<file path="config.mk">
export PLATFORM = sky130hd
export DESIGN_NAME = xml_subset_tokenizer
export DESIGN_NICKNAME = d
export VERILOG_FILES = /design/src/rtl/core/xst_pkg.sv /design/src/rtl/core/xml_subset_tokenizer.sv
export SDC_FILE = /design/constraint.sdc
export NUM_CORES = 1
export LEC_CHECK = 0
export BUFFER_PORTS_ARGS = -buffer_cell sky130_fd_sc_hd__buf_2
export CAP_MARGIN = 40
export CORE_MARGIN = 2
export CORE_UTILIZATION = 60
export DETAILED_ROUTE_END_ITERATION = 7
export GPL_TIMING_DRIVEN = 0
export PLACE_DENSITY = 0.84
export SETUP_SLACK_MARGIN = 0.02
export SYNTH_ARGS = -nofsm -noshare
export SYNTH_HDL_FRONTEND = slang
export SYNTH_SLANG_ARGS = --single-unit
</file>
<file path="constraint.sdc">
create_clock -name aclk -period 7.4 [get_ports aclk]
set_input_delay 1.48 -clock aclk [delete_from_list [all_inputs] [get_ports aclk]]
set_output_delay 1.48 -clock aclk [all_outputs]
set_load 0.01 [all_outputs]
</file>
<file path="src/rtl/core/xst_pkg.sv">
`timescale 1ns / 1ps
// ----------------------------------------------------------------------------
// xst_pkg
// Shared types and constants of the XML subset tokenizer: token kinds,
// character codes and the layout of one result beat.
// ----------------------------------------------------------------------------
package xst_pkg;

    localparam int LINE_BITS_DEFAULT = 32;
    localparam int LINE_OUT_BITS     = 32;

    typedef enum logic [2:0] {
        TOK_TEXT  = 3'd0,
        TOK_OPEN  = 3'd1,
        TOK_CLOSE = 3'd2,
        TOK_ANAME = 3'd3,
        TOK_AVAL  = 3'd4,
        TOK_EMPTY = 3'd5,
        TOK_END   = 3'd6,
        TOK_ERROR = 3'd7
    } token_kind_t;

    localparam logic [7:0] CH_TAB    = 8'h09;
    localparam logic [7:0] CH_NL     = 8'h0A;
    localparam logic [7:0] CH_CR     = 8'h0D;
    localparam logic [7:0] CH_SPACE  = 8'h20;
    localparam logic [7:0] CH_BANG   = 8'h21;
    localparam logic [7:0] CH_DQUOTE = 8'h22;
    localparam logic [7:0] CH_SQUOTE = 8'h27;
    localparam logic [7:0] CH_DASH   = 8'h2D;
    localparam logic [7:0] CH_SLASH  = 8'h2F;
    localparam logic [7:0] CH_LT     = 8'h3C;
    localparam logic [7:0] CH_EQ     = 8'h3D;
    localparam logic [7:0] CH_GT     = 8'h3E;
    localparam logic [7:0] CH_QMARK  = 8'h3F;

    typedef struct packed {
        token_kind_t               kind;
        logic [7:0]                content;
        logic                      has_content;
        logic                      done;
        logic                      last;
        logic [LINE_OUT_BITS-1:0]  line;
    } res_t;

    function automatic res_t mk_res(input token_kind_t kind, input logic [7:0] content,
                                    input logic has, input logic done,
                                    input logic [LINE_OUT_BITS-1:0] line);
        res_t r;
        r.kind        = kind;
        r.content     = has ? content : 8'h00;
        r.has_content = has;
        r.done        = done;
        r.last        = 1'b0;
        r.line        = line;
        return r;
    endfunction

endpackage

</file>
<file path="src/rtl/core/xml_subset_tokenizer.sv">
`timescale 1ns / 1ps
// ----------------------------------------------------------------------------
// xml_subset_tokenizer
// Streaming tokenizer for a simplified XML subset, one document byte per beat.
// ----------------------------------------------------------------------------
// Each input beat is one document byte, or the end of the document when
// s_tlast is set (the byte is then ignored). The parser decides the tokens of
// a beat in the cycle it is accepted and places its zero, one or two result
// beats into a three-entry output queue. The input is ready while the queue
// holds at most one beat, so bytes that cause at most one result stream at one
// beat per cycle under a ready sink; an end marker that causes two results
// costs two output beats. m_tlast marks the final result of an input beat.
// An error drops all bytes up to the end marker, and every end marker returns
// the parser to its reset state.
// ----------------------------------------------------------------------------
module xml_subset_tokenizer
    import xst_pkg::*;
#(
    parameter int LINE_BITS = LINE_BITS_DEFAULT
) (
    input  logic        aclk,
    input  logic        aresetn,
    input  logic        s_tvalid,
    output logic        s_tready,
    input  logic [7:0]  s_tdata,   // [7:0] data_byte
    input  logic        s_tlast,   // end_marker
    output logic        m_tvalid,
    input  logic        m_tready,
    output logic [39:0] m_tdata,   // [7:0] content_byte, [39:8] line_number
    output logic [4:0]  m_tuser,   // [2:0] token_kind, [3] has_content, [4] token_done
    output logic        m_tlast    // last_result
);

    typedef enum logic [3:0] {
        PH_TEXT, PH_LT, PH_BANG, PH_DASH, PH_COMMENT, PH_PI, PH_DTD, PH_TAGNAME,
        PH_TAG, PH_TAG_FRESH, PH_SLASH, PH_ATTRNAME, PH_VALSTART, PH_UVALUE,
        PH_QVALUE, PH_ERROR
    } phase_t;

    typedef struct packed {
        phase_t phase;
        logic   emit;
        res_t   res;
    } tag_step_t;

    localparam int EXT_W = (LINE_BITS > LINE_OUT_BITS) ? LINE_BITS : LINE_OUT_BITS;

    phase_t                 phase_reg, phase_next;
    logic                   closing_reg, closing_next;
    logic                   dquote_reg, dquote_next;
    logic [1:0]             match_reg, match_next;
    logic                   open_reg, open_next;
    logic [LINE_BITS-1:0]   line_reg, line_next;
    logic [1:0]             count_reg, count_next;
    res_t                   q_reg [3];
    res_t                   q_next [3];

    res_t                   res [2];
    logic [1:0]             res_n;
    logic [1:0]             base;
    tag_step_t              ts;
    logic [EXT_W-1:0]       line_ext;
    logic [LINE_OUT_BITS-1:0] line_out;
    logic [7:0]             b;
    logic                   s_fire;
    logic                   m_fire;
    token_kind_t            name_kind;

    function automatic logic is_ws(input logic [7:0] c);
        return (c == CH_SPACE) || (c == CH_TAB) || (c == CH_NL) || (c == CH_CR);
    endfunction

    function automatic tag_step_t tag_step(input logic [7:0] c,
                                           input logic [LINE_OUT_BITS-1:0] line);
        tag_step_t t;
        t.phase = PH_TAG;
        t.emit  = 1'b0;
        t.res   = mk_res(TOK_ERROR, 8'h00, 1'b0, 1'b1, line);
        if (is_ws(c)) begin
            t.phase = PH_TAG;
        end else if (c == CH_GT) begin
            t.phase = PH_TEXT;
        end else if (c == CH_SLASH) begin
            t.phase = PH_SLASH;
        end else if (c == CH_EQ) begin
            t.phase = PH_ERROR;
            t.emit  = 1'b1;
        end else begin
            t.phase = PH_ATTRNAME;
            t.emit  = 1'b1;
            t.res   = mk_res(TOK_ANAME, c, 1'b1, 1'b0, line);
        end
        return t;
    endfunction

    assign s_fire = s_tvalid && s_tready;
    assign m_fire = m_tvalid && m_tready;
    assign b      = s_tdata;

    assign line_ext  = EXT_W'(line_reg);
    assign line_out  = (line_ext > EXT_W'({LINE_OUT_BITS{1'b1}})) ? '1
                                                                  : line_ext[LINE_OUT_BITS-1:0];
    assign name_kind = closing_reg ? TOK_CLOSE : TOK_OPEN;
    assign ts        = tag_step(b, line_out);

    always_comb begin
        phase_next   = phase_reg;
        closing_next = closing_reg;
        dquote_next  = dquote_reg;
        match_next   = match_reg;
        open_next    = open_reg;
        line_next    = line_reg;
        res[0]       = mk_res(TOK_TEXT, 8'h00, 1'b0, 1'b0, line_out);
        res[1]       = mk_res(TOK_TEXT, 8'h00, 1'b0, 1'b0, line_out);
        res_n        = 2'd0;

        if (s_fire && s_tlast) begin
            case (phase_reg)
                PH_TEXT: begin
                    if (open_reg) begin
                        res[res_n[0]] = mk_res(TOK_TEXT, 8'h00, 1'b0, 1'b1, line_out);
                        res_n = res_n + 2'd1;
                    end
                    res[res_n[0]] = mk_res(TOK_END, 8'h00, 1'b0, 1'b1, line_out);
                    res_n = res_n + 2'd1;
                end
                PH_TAG_FRESH: begin
                    res[0] = mk_res(TOK_END, 8'h00, 1'b0, 1'b1, line_out);
                    res_n  = 2'd1;
                end
                PH_ATTRNAME: begin
                    res[0] = mk_res(TOK_ANAME, 8'h00, 1'b0, 1'b1, line_out);
                    res[1] = mk_res(TOK_END, 8'h00, 1'b0, 1'b1, line_out);
                    res_n  = 2'd2;
                end
                PH_ERROR: begin
                    res_n = 2'd0;
                end
                default: begin
                    res[0] = mk_res(TOK_ERROR, 8'h00, 1'b0, 1'b1, line_out);
                    res_n  = 2'd1;
                end
            endcase
            phase_next   = PH_TEXT;
            closing_next = 1'b0;
            dquote_next  = 1'b0;
            match_next   = 2'd0;
            open_next    = 1'b0;
            line_next    = LINE_BITS'(1);
        end else if (s_fire) begin
            if (phase_reg != PH_ERROR && b == CH_NL && line_reg != '1) begin
                line_next = line_reg + LINE_BITS'(1);
            end
            case (phase_reg)
                PH_TEXT: begin
                    if (b == CH_LT) begin
                        if (open_reg) begin
                            res[0] = mk_res(TOK_TEXT, 8'h00, 1'b0, 1'b1, line_out);
                            res_n  = 2'd1;
                        end
                        open_next  = 1'b0;
                        phase_next = PH_LT;
                    end else begin
                        res[0]    = mk_res(TOK_TEXT, b, 1'b1, 1'b0, line_out);
                        res_n     = 2'd1;
                        open_next = 1'b1;
                    end
                end
                PH_LT, PH_TAGNAME: begin
                    if (phase_reg == PH_LT && b == CH_BANG) begin
                        phase_next = PH_BANG;
                    end else if (phase_reg == PH_LT && b == CH_QMARK) begin
                        match_next = 2'd0;
                        phase_next = PH_PI;
                    end else if (phase_reg == PH_LT && b == CH_SLASH) begin
                        closing_next = 1'b1;
                        phase_next   = PH_TAGNAME;
                    end else begin
                        if (phase_reg == PH_LT) begin
                            closing_next = 1'b0;
                        end
                        if (is_ws(b) || b == CH_SLASH || b == CH_GT) begin
                            res[0]     = mk_res((phase_reg == PH_LT) ? TOK_OPEN : name_kind,
                                                8'h00, 1'b0, 1'b1, line_out);
                            res_n      = 2'd1;
                            phase_next = ts.phase;
                        end else begin
                            res[0]     = mk_res((phase_reg == PH_LT) ? TOK_OPEN : name_kind,
                                                b, 1'b1, 1'b0, line_out);
                            res_n      = 2'd1;
                            phase_next = PH_TAGNAME;
                        end
                    end
                end
                PH_BANG, PH_DASH: begin
                    if (b == CH_GT) begin
                        phase_next = PH_TEXT;
                    end else if (b == CH_DASH && phase_reg == PH_BANG) begin
                        phase_next = PH_DASH;
                    end else if (b == CH_DASH) begin
                        match_next = 2'd0;
                        phase_next = PH_COMMENT;
                    end else begin
                        phase_next = PH_DTD;
                    end
                end
                PH_COMMENT: begin
                    if (match_reg[1] && b == CH_GT) begin
                        match_next = 2'd0;
                        phase_next = PH_TEXT;
                    end else if (b == CH_DASH) begin
                        match_next = (match_reg != 2'd0) ? 2'd2 : 2'd1;
                    end else begin
                        match_next = 2'd0;
                    end
                end
                PH_PI: begin
                    if (match_reg != 2'd0 && b == CH_GT) begin
                        match_next = 2'd0;
                        phase_next = PH_TEXT;
                    end else begin
                        match_next = (b == CH_QMARK) ? 2'd1 : 2'd0;
                    end
                end
                PH_DTD: begin
                    if (b == CH_GT) begin
                        phase_next = PH_TEXT;
                    end
                end
                PH_TAG, PH_TAG_FRESH: begin
                    phase_next = ts.phase;
                    if (ts.emit) begin
                        res[0] = ts.res;
                        res_n  = 2'd1;
                    end
                end
                PH_SLASH: begin
                    if (b == CH_GT) begin
                        res[0]     = mk_res(TOK_EMPTY, 8'h00, 1'b0, 1'b1, line_out);
                        phase_next = PH_TEXT;
                    end else begin
                        res[0]     = mk_res(TOK_ERROR, 8'h00, 1'b0, 1'b1, line_out);
                        phase_next = PH_ERROR;
                    end
                    res_n = 2'd1;
                end
                PH_ATTRNAME: begin
                    if (is_ws(b) || b == CH_EQ || b == CH_SLASH || b == CH_GT) begin
                        res[0] = mk_res(TOK_ANAME, 8'h00, 1'b0, 1'b1, line_out);
                        res_n  = 2'd1;
                        if (b == CH_EQ) begin
                            phase_next = PH_VALSTART;
                        end else begin
                            phase_next = ts.phase;
                        end
                    end else begin
                        res[0] = mk_res(TOK_ANAME, b, 1'b1, 1'b0, line_out);
                        res_n  = 2'd1;
                    end
                end
                PH_VALSTART, PH_UVALUE: begin
                    if (phase_reg == PH_VALSTART && (b == CH_DQUOTE || b == CH_SQUOTE)) begin
                        dquote_next = (b == CH_DQUOTE);
                        phase_next  = PH_QVALUE;
                    end else if (is_ws(b) || b == CH_GT) begin
                        res[0]     = mk_res(TOK_AVAL, 8'h00, 1'b0, 1'b1, line_out);
                        res_n      = 2'd1;
                        phase_next = ts.phase;
                    end else begin
                        res[0]     = mk_res(TOK_AVAL, b, 1'b1, 1'b0, line_out);
                        res_n      = 2'd1;
                        phase_next = PH_UVALUE;
                    end
                end
                PH_QVALUE: begin
                    if (b == (dquote_reg ? CH_DQUOTE : CH_SQUOTE)) begin
                        res[0]     = mk_res(TOK_AVAL, 8'h00, 1'b0, 1'b1, line_out);
                        phase_next = PH_TAG_FRESH;
                    end else begin
                        res[0] = mk_res(TOK_AVAL, b, 1'b1, 1'b0, line_out);
                    end
                    res_n = 2'd1;
                end
                default: begin
                    res_n = 2'd0;
                end
            endcase
        end

        if (res_n == 2'd2) begin
            res[1].last = 1'b1;
        end else if (res_n == 2'd1) begin
            res[0].last = 1'b1;
        end
    end

    always_comb begin
        base = count_reg - {1'b0, m_fire};
        for (int i = 0; i < 3; i++) begin
            q_next[i] = q_reg[i];
        end
        if (m_fire) begin
            q_next[0] = q_reg[1];
            q_next[1] = q_reg[2];
        end
        if (res_n != 2'd0) begin
            q_next[base] = res[0];
        end
        if (res_n == 2'd2) begin
            q_next[base + 2'd1] = res[1];
        end
        count_next = base + res_n;
    end

    always_ff @(posedge aclk) begin
        if (!aresetn) begin
            phase_reg   <= PH_TEXT;
            closing_reg <= 1'b0;
            dquote_reg  <= 1'b0;
            match_reg   <= 2'd0;
            open_reg    <= 1'b0;
            line_reg    <= LINE_BITS'(1);
            count_reg   <= 2'd0;
        end else begin
            phase_reg   <= phase_next;
            closing_reg <= closing_next;
            dquote_reg  <= dquote_next;
            match_reg   <= match_next;
            open_reg    <= open_next;
            line_reg    <= line_next;
            count_reg   <= count_next;
        end
    end

    always_ff @(posedge aclk) begin
        for (int i = 0; i < 3; i++) begin
            q_reg[i] <= q_next[i];
        end
    end

    assign s_tready = aresetn && !count_reg[1];
    assign m_tvalid = (count_reg != 2'd0);
    assign m_tdata  = {q_reg[0].line, q_reg[0].content};
    assign m_tuser  = {q_reg[0].done, q_reg[0].has_content, q_reg[0].kind};
    assign m_tlast  = q_reg[0].last;

endmodule

</file>
==> flow_results.org <==
** Synthesis
- After synthesis, the largest family of logic cells by area is simple AND/OR/NAND/NOR gates.
- Async S/R FF share, synth :: 0%
- Post-synthesis area per instance :: 8.18 sq um
- After synthesis the netlist holds a flip-flop and latch count of between 150 and 200.
- The portion of synthesized area spent on multiplexers is under 10%.
- Cell taking the most area after synthesis :: sky130_fd_sc_hd__dfxtp_1
- Distinct cell type count of the synthesized netlist :: 82
- Synthesis produced 1097 cells.
- The synthesized design devotes to its leading area cell type 40.4% of total area.
- Basic-gate share of the synthesized area counting and, or, nand and nor cells :: between 20% and 30%
- Yosys attributes the largest share of cell area to sky130_fd_sc_hd__dfxtp_1 40%, sky130_fd_sc_hd__nand2_1 9.3%, sky130_fd_sc_hd__a31oi_1 5.4%.
- Mapped Area :: approximately 0.009 sq mm
- The number of nets handed over by synthesis was roughly 1100.
- Most instantiated flip-flop cell in the synthesis netlist :: sky130_fd_sc_hd__dfxtp_1
- The share of the Yosys chip area taken by registers is about two fifths.
- The synthesized netlist devotes 16.6% of its cell area to compound gates.
- Yosys mapped a number of flops with a built-in enable equal to 0.
- Post-Synth Adder-Cell Area :: less than 1%
- Xor/xnor share of the synthesized area :: under 10%
- Yosys printed 0 warnings.

** Cells and area
- Most frequent cells in the layout :: 223 x sky130_fd_sc_hd__nand2_1, 181 x sky130_fd_sc_hd__dfxtp_1, 121 x sky130_fd_sc_hd__nor2_1
- Max FFs per register :: between 100 and 150
- # nets final :: 1191
- Count of placed standard cells in the final layout, fillers left out :: around 1400
- The layout has about 1200 filler cells.
- The post-route netlist has between 10% and 20% of its cells at a drive strength greater than 1.
- Commonest non-fill, non-tap cell in the layout :: sky130_fd_sc_hd__nand2_1
- Area grow syn2layout :: 12.2%
- Number of antenna repair diodes :: 0

** Worst setup path
- Critical path data arrival time :: slightly above 5 ns
- Critical Path RT :: between 7 and 8 ns
- Number of cells on the worst reg-to-reg path :: 13
- Kind of critical path :: input pin to register
- The worst setup path is captured at a register.
- Critical path peak fanout :: 10
- The worst setup path is launched from an input pin.

** STA
- Actual transition at the worst max-transition pin :: 0.984 ns
- Setup violations remaining at the end of the flow were counted as 0.
- Max Freq :: around 210 MHz
- Counting I/O delays and the setup requirement, the final critical path takes about 4.7 ns.
- The final hold violation count came to 0.
- Final TNS setup :: 0 ns
- Period Utilization, post-route :: approximately 64%
- Pins over their slew limit :: 0
- Setup repair after global routing missed its margin :: no
- Measured against its own limit, the worst slew margin works out to 33.8%.
- On the final layout, the worst clock skew is roughly 0.011 ns.

** Clock tree
- After clock tree synthesis, the setup repair step added 0 buffers.
- Skew-Pair Late Insertion Delay :: 0.43 ns
- The number of clock buffers added by TritonCTS is 17.
- # resized after CTS :: 0
- The number of hold buffers added after CTS was 0.
- CTS built an H-tree with a depth of 4.
- The clock net in this run drives a total of roughly 180 sinks.
- Clock-pin slew was measured on the worst setup and hold paths at approximately 0.070 ns.
- Root buffer cell :: sky130_fd_sc_hd__clkbuf_16
- TritonCTS built the clock tree.
- Maximum buffer depth of the clock tree :: 2

** Die
- # rows :: between 40 and 50
- Core box area :: 0.0146 sq mm
- From left edge to right edge, the die measures between 100 and 150 um.
- The initial utilization of the core area, before any placement, comes to between 60% and 70%.
- Vertical die dimension :: between 100 and 150 um
- I/O pin count :: 61
- The floorplan step defined a die boundary enclosing 0.0160 sq mm.

** Routing
- For this block, the via count after detailed routing is about 8200.
- Number of remaining DRC errors :: 0
- Iteration-0 DRC count of the detailed router :: roughly 850
- Vias per std cell :: around 6
- Routed wire length per instance :: 17.3 um
- Detailed-router iteration count before antenna repair :: 5
- In this run the remaining antenna-violating nets after routing total 0.
- Total routed wirelength :: between 20 and 25 mm

** Power and ir drop
- In this run the power density over the cells is approximately 340 mW/mm^2.
- The design draws 3.45 mW.
- IR analysis of the VDD net gives a maximum drop of just under 0.3 mV.
- Leakage power summed over all cells :: 4.17 nW

** Outcome
- The flow ran to the end, and the final reports show no timing, DRC or antenna violations.

** Job
- Count of max-cap constraint violations :: 0

** Global route
- GRT Total Usage :: between 20% and 30%
- The number of antenna violations at the first check in global routing was 0.
- Summed over all layers, the global routing overflow is 0.
- The first global-routing pass estimated 38.0 mm of wire.
- Largest net degree at the start of global routing :: 18
- Vias in the first global route :: about 7700

** Placed design
- IO buf count :: 58
- Routability-driven placement finished with a final weighted congestion of ~0.94.
- Inst Count DP :: roughly 1300
- Detailed Place HPWL :: 16.7 mm

** Worst hold path
- The worst hold path passes through 2 cells.
- In this run the worst hold path is classified as register to register.
area by class of cell:
class	count	area, sq um	share of cell area, %
Buffer	126	706	7.00
Clock buffer	17	425	4.22
Clock inverter	15	150	1.49
Inverter	15	56.3	0.559
Multi-Input combinational cell	775	4590	45.6
Sequential cell	181	3620	36.0
Tap cell	184	230	2.28
Timing Repair Buffer	59	294	2.92
cells in the mapped netlist, types with 9 or more instances:
cell type                  number
sky130_fd_sc_hd__nand2_1      223
sky130_fd_sc_hd__dfxtp_1      181
sky130_fd_sc_hd__nor2_1       121
sky130_fd_sc_hd__a31oi_1       78
sky130_fd_sc_hd__clkbuf_1      52
sky130_fd_sc_hd__buf_4         47
sky130_fd_sc_hd__nand3_1       27
sky130_fd_sc_hd__a21oi_1       23
sky130_fd_sc_hd__nand4_1       21
sky130_fd_sc_hd__buf_2         20
sky130_fd_sc_hd__nor3_1        20
sky130_fd_sc_hd__o21ai_0       20
sky130_fd_sc_hd__xor2_1        19
sky130_fd_sc_hd__mux2_2        18
sky130_fd_sc_hd__xnor2_1       16
sky130_fd_sc_hd__inv_1         14
sky130_fd_sc_hd__mux2_4        14
sky130_fd_sc_hd__and3_1        13
sky130_fd_sc_hd__mux2i_1       12
sky130_fd_sc_hd__a32o_1         9
sky130_fd_sc_hd__o31ai_1        9
metrics by stage:
step	worst slack (ns)	instance area, sq um	hold WS, ns	util (%)
2_1_floorplan	3.40	8980	0.436	-
3_3_place_gp	2.47	9500	0.446	65.1
3_5_place_dp	2.41	9500	0.454	65.1
4_1_cts	2.82	10100	0.465	69.1
5_1_grt	2.57	10100	0.491	69.1
6_report	2.68	10100	0.467	69.1
routing by layer:
layer  part of all wire (%)  track usage, %
met2                     45            46.1
met5                      0               0
met3                    6.6            5.48
met4                    1.8            9.11
met1                     46            41.0
path summary, 6_finish.rpt:
kind | slack, ns | to | startpoint
hold reg to reg | 0.47 | q_reg[0][131] | q_reg[0][131]
setup reg to reg | 3.14 | q_reg[0][120] | count_reg[1]
hold / removal | 0.47 | q_reg[0][131] | q_reg[0][131]
setup / recovery | 2.68 | q_reg[0][120] | m_tready
kinds of logic (layout without fill, tap and decap cells):
logic type	Yosys count	after routing
AOI/OAI and AO/OA	206	206
xor gates and xnor gates	35	35
adders and majority gates	3	3
buffers and inverters	141	232
DFF	181	181
muxes	44	44
and+or+nand+nor	487	487
where the power goes:
group | leakage [nW] | internal, mW | switching, mW | total (mW)
logic | 2.39 | 0.529 | 0.637 | 1.17
registers | 1.49 | 1.26 | 0.141 | 1.40
clock network | 0.288 | 0.474 | 0.410 | 0.884
worst max-delay path, cell delays in order:
cell and delay (ns):
sky130_fd_sc_hd__buf_2 0.09, sky130_fd_sc_hd__nand2_1 0.22, sky130_fd_sc_hd__inv_1 0.17, sky130_fd_sc_hd__clkbuf_1 0.51, sky130_fd_sc_hd__clkbuf_1 0.50, sky130_fd_sc_hd__ha_1 0.20
sky130_fd_sc_hd__clkbuf_1 0.35, sky130_fd_sc_hd__inv_1 0.24, sky130_fd_sc_hd__nor4_4 0.48, sky130_fd_sc_hd__nor2_2 0.12, sky130_fd_sc_hd__buf_6 0.18, sky130_fd_sc_hd__buf_6 0.16
sky130_fd_sc_hd__mux2_4 0.31
Note: power is estimated with default switching activity, not from simulation.
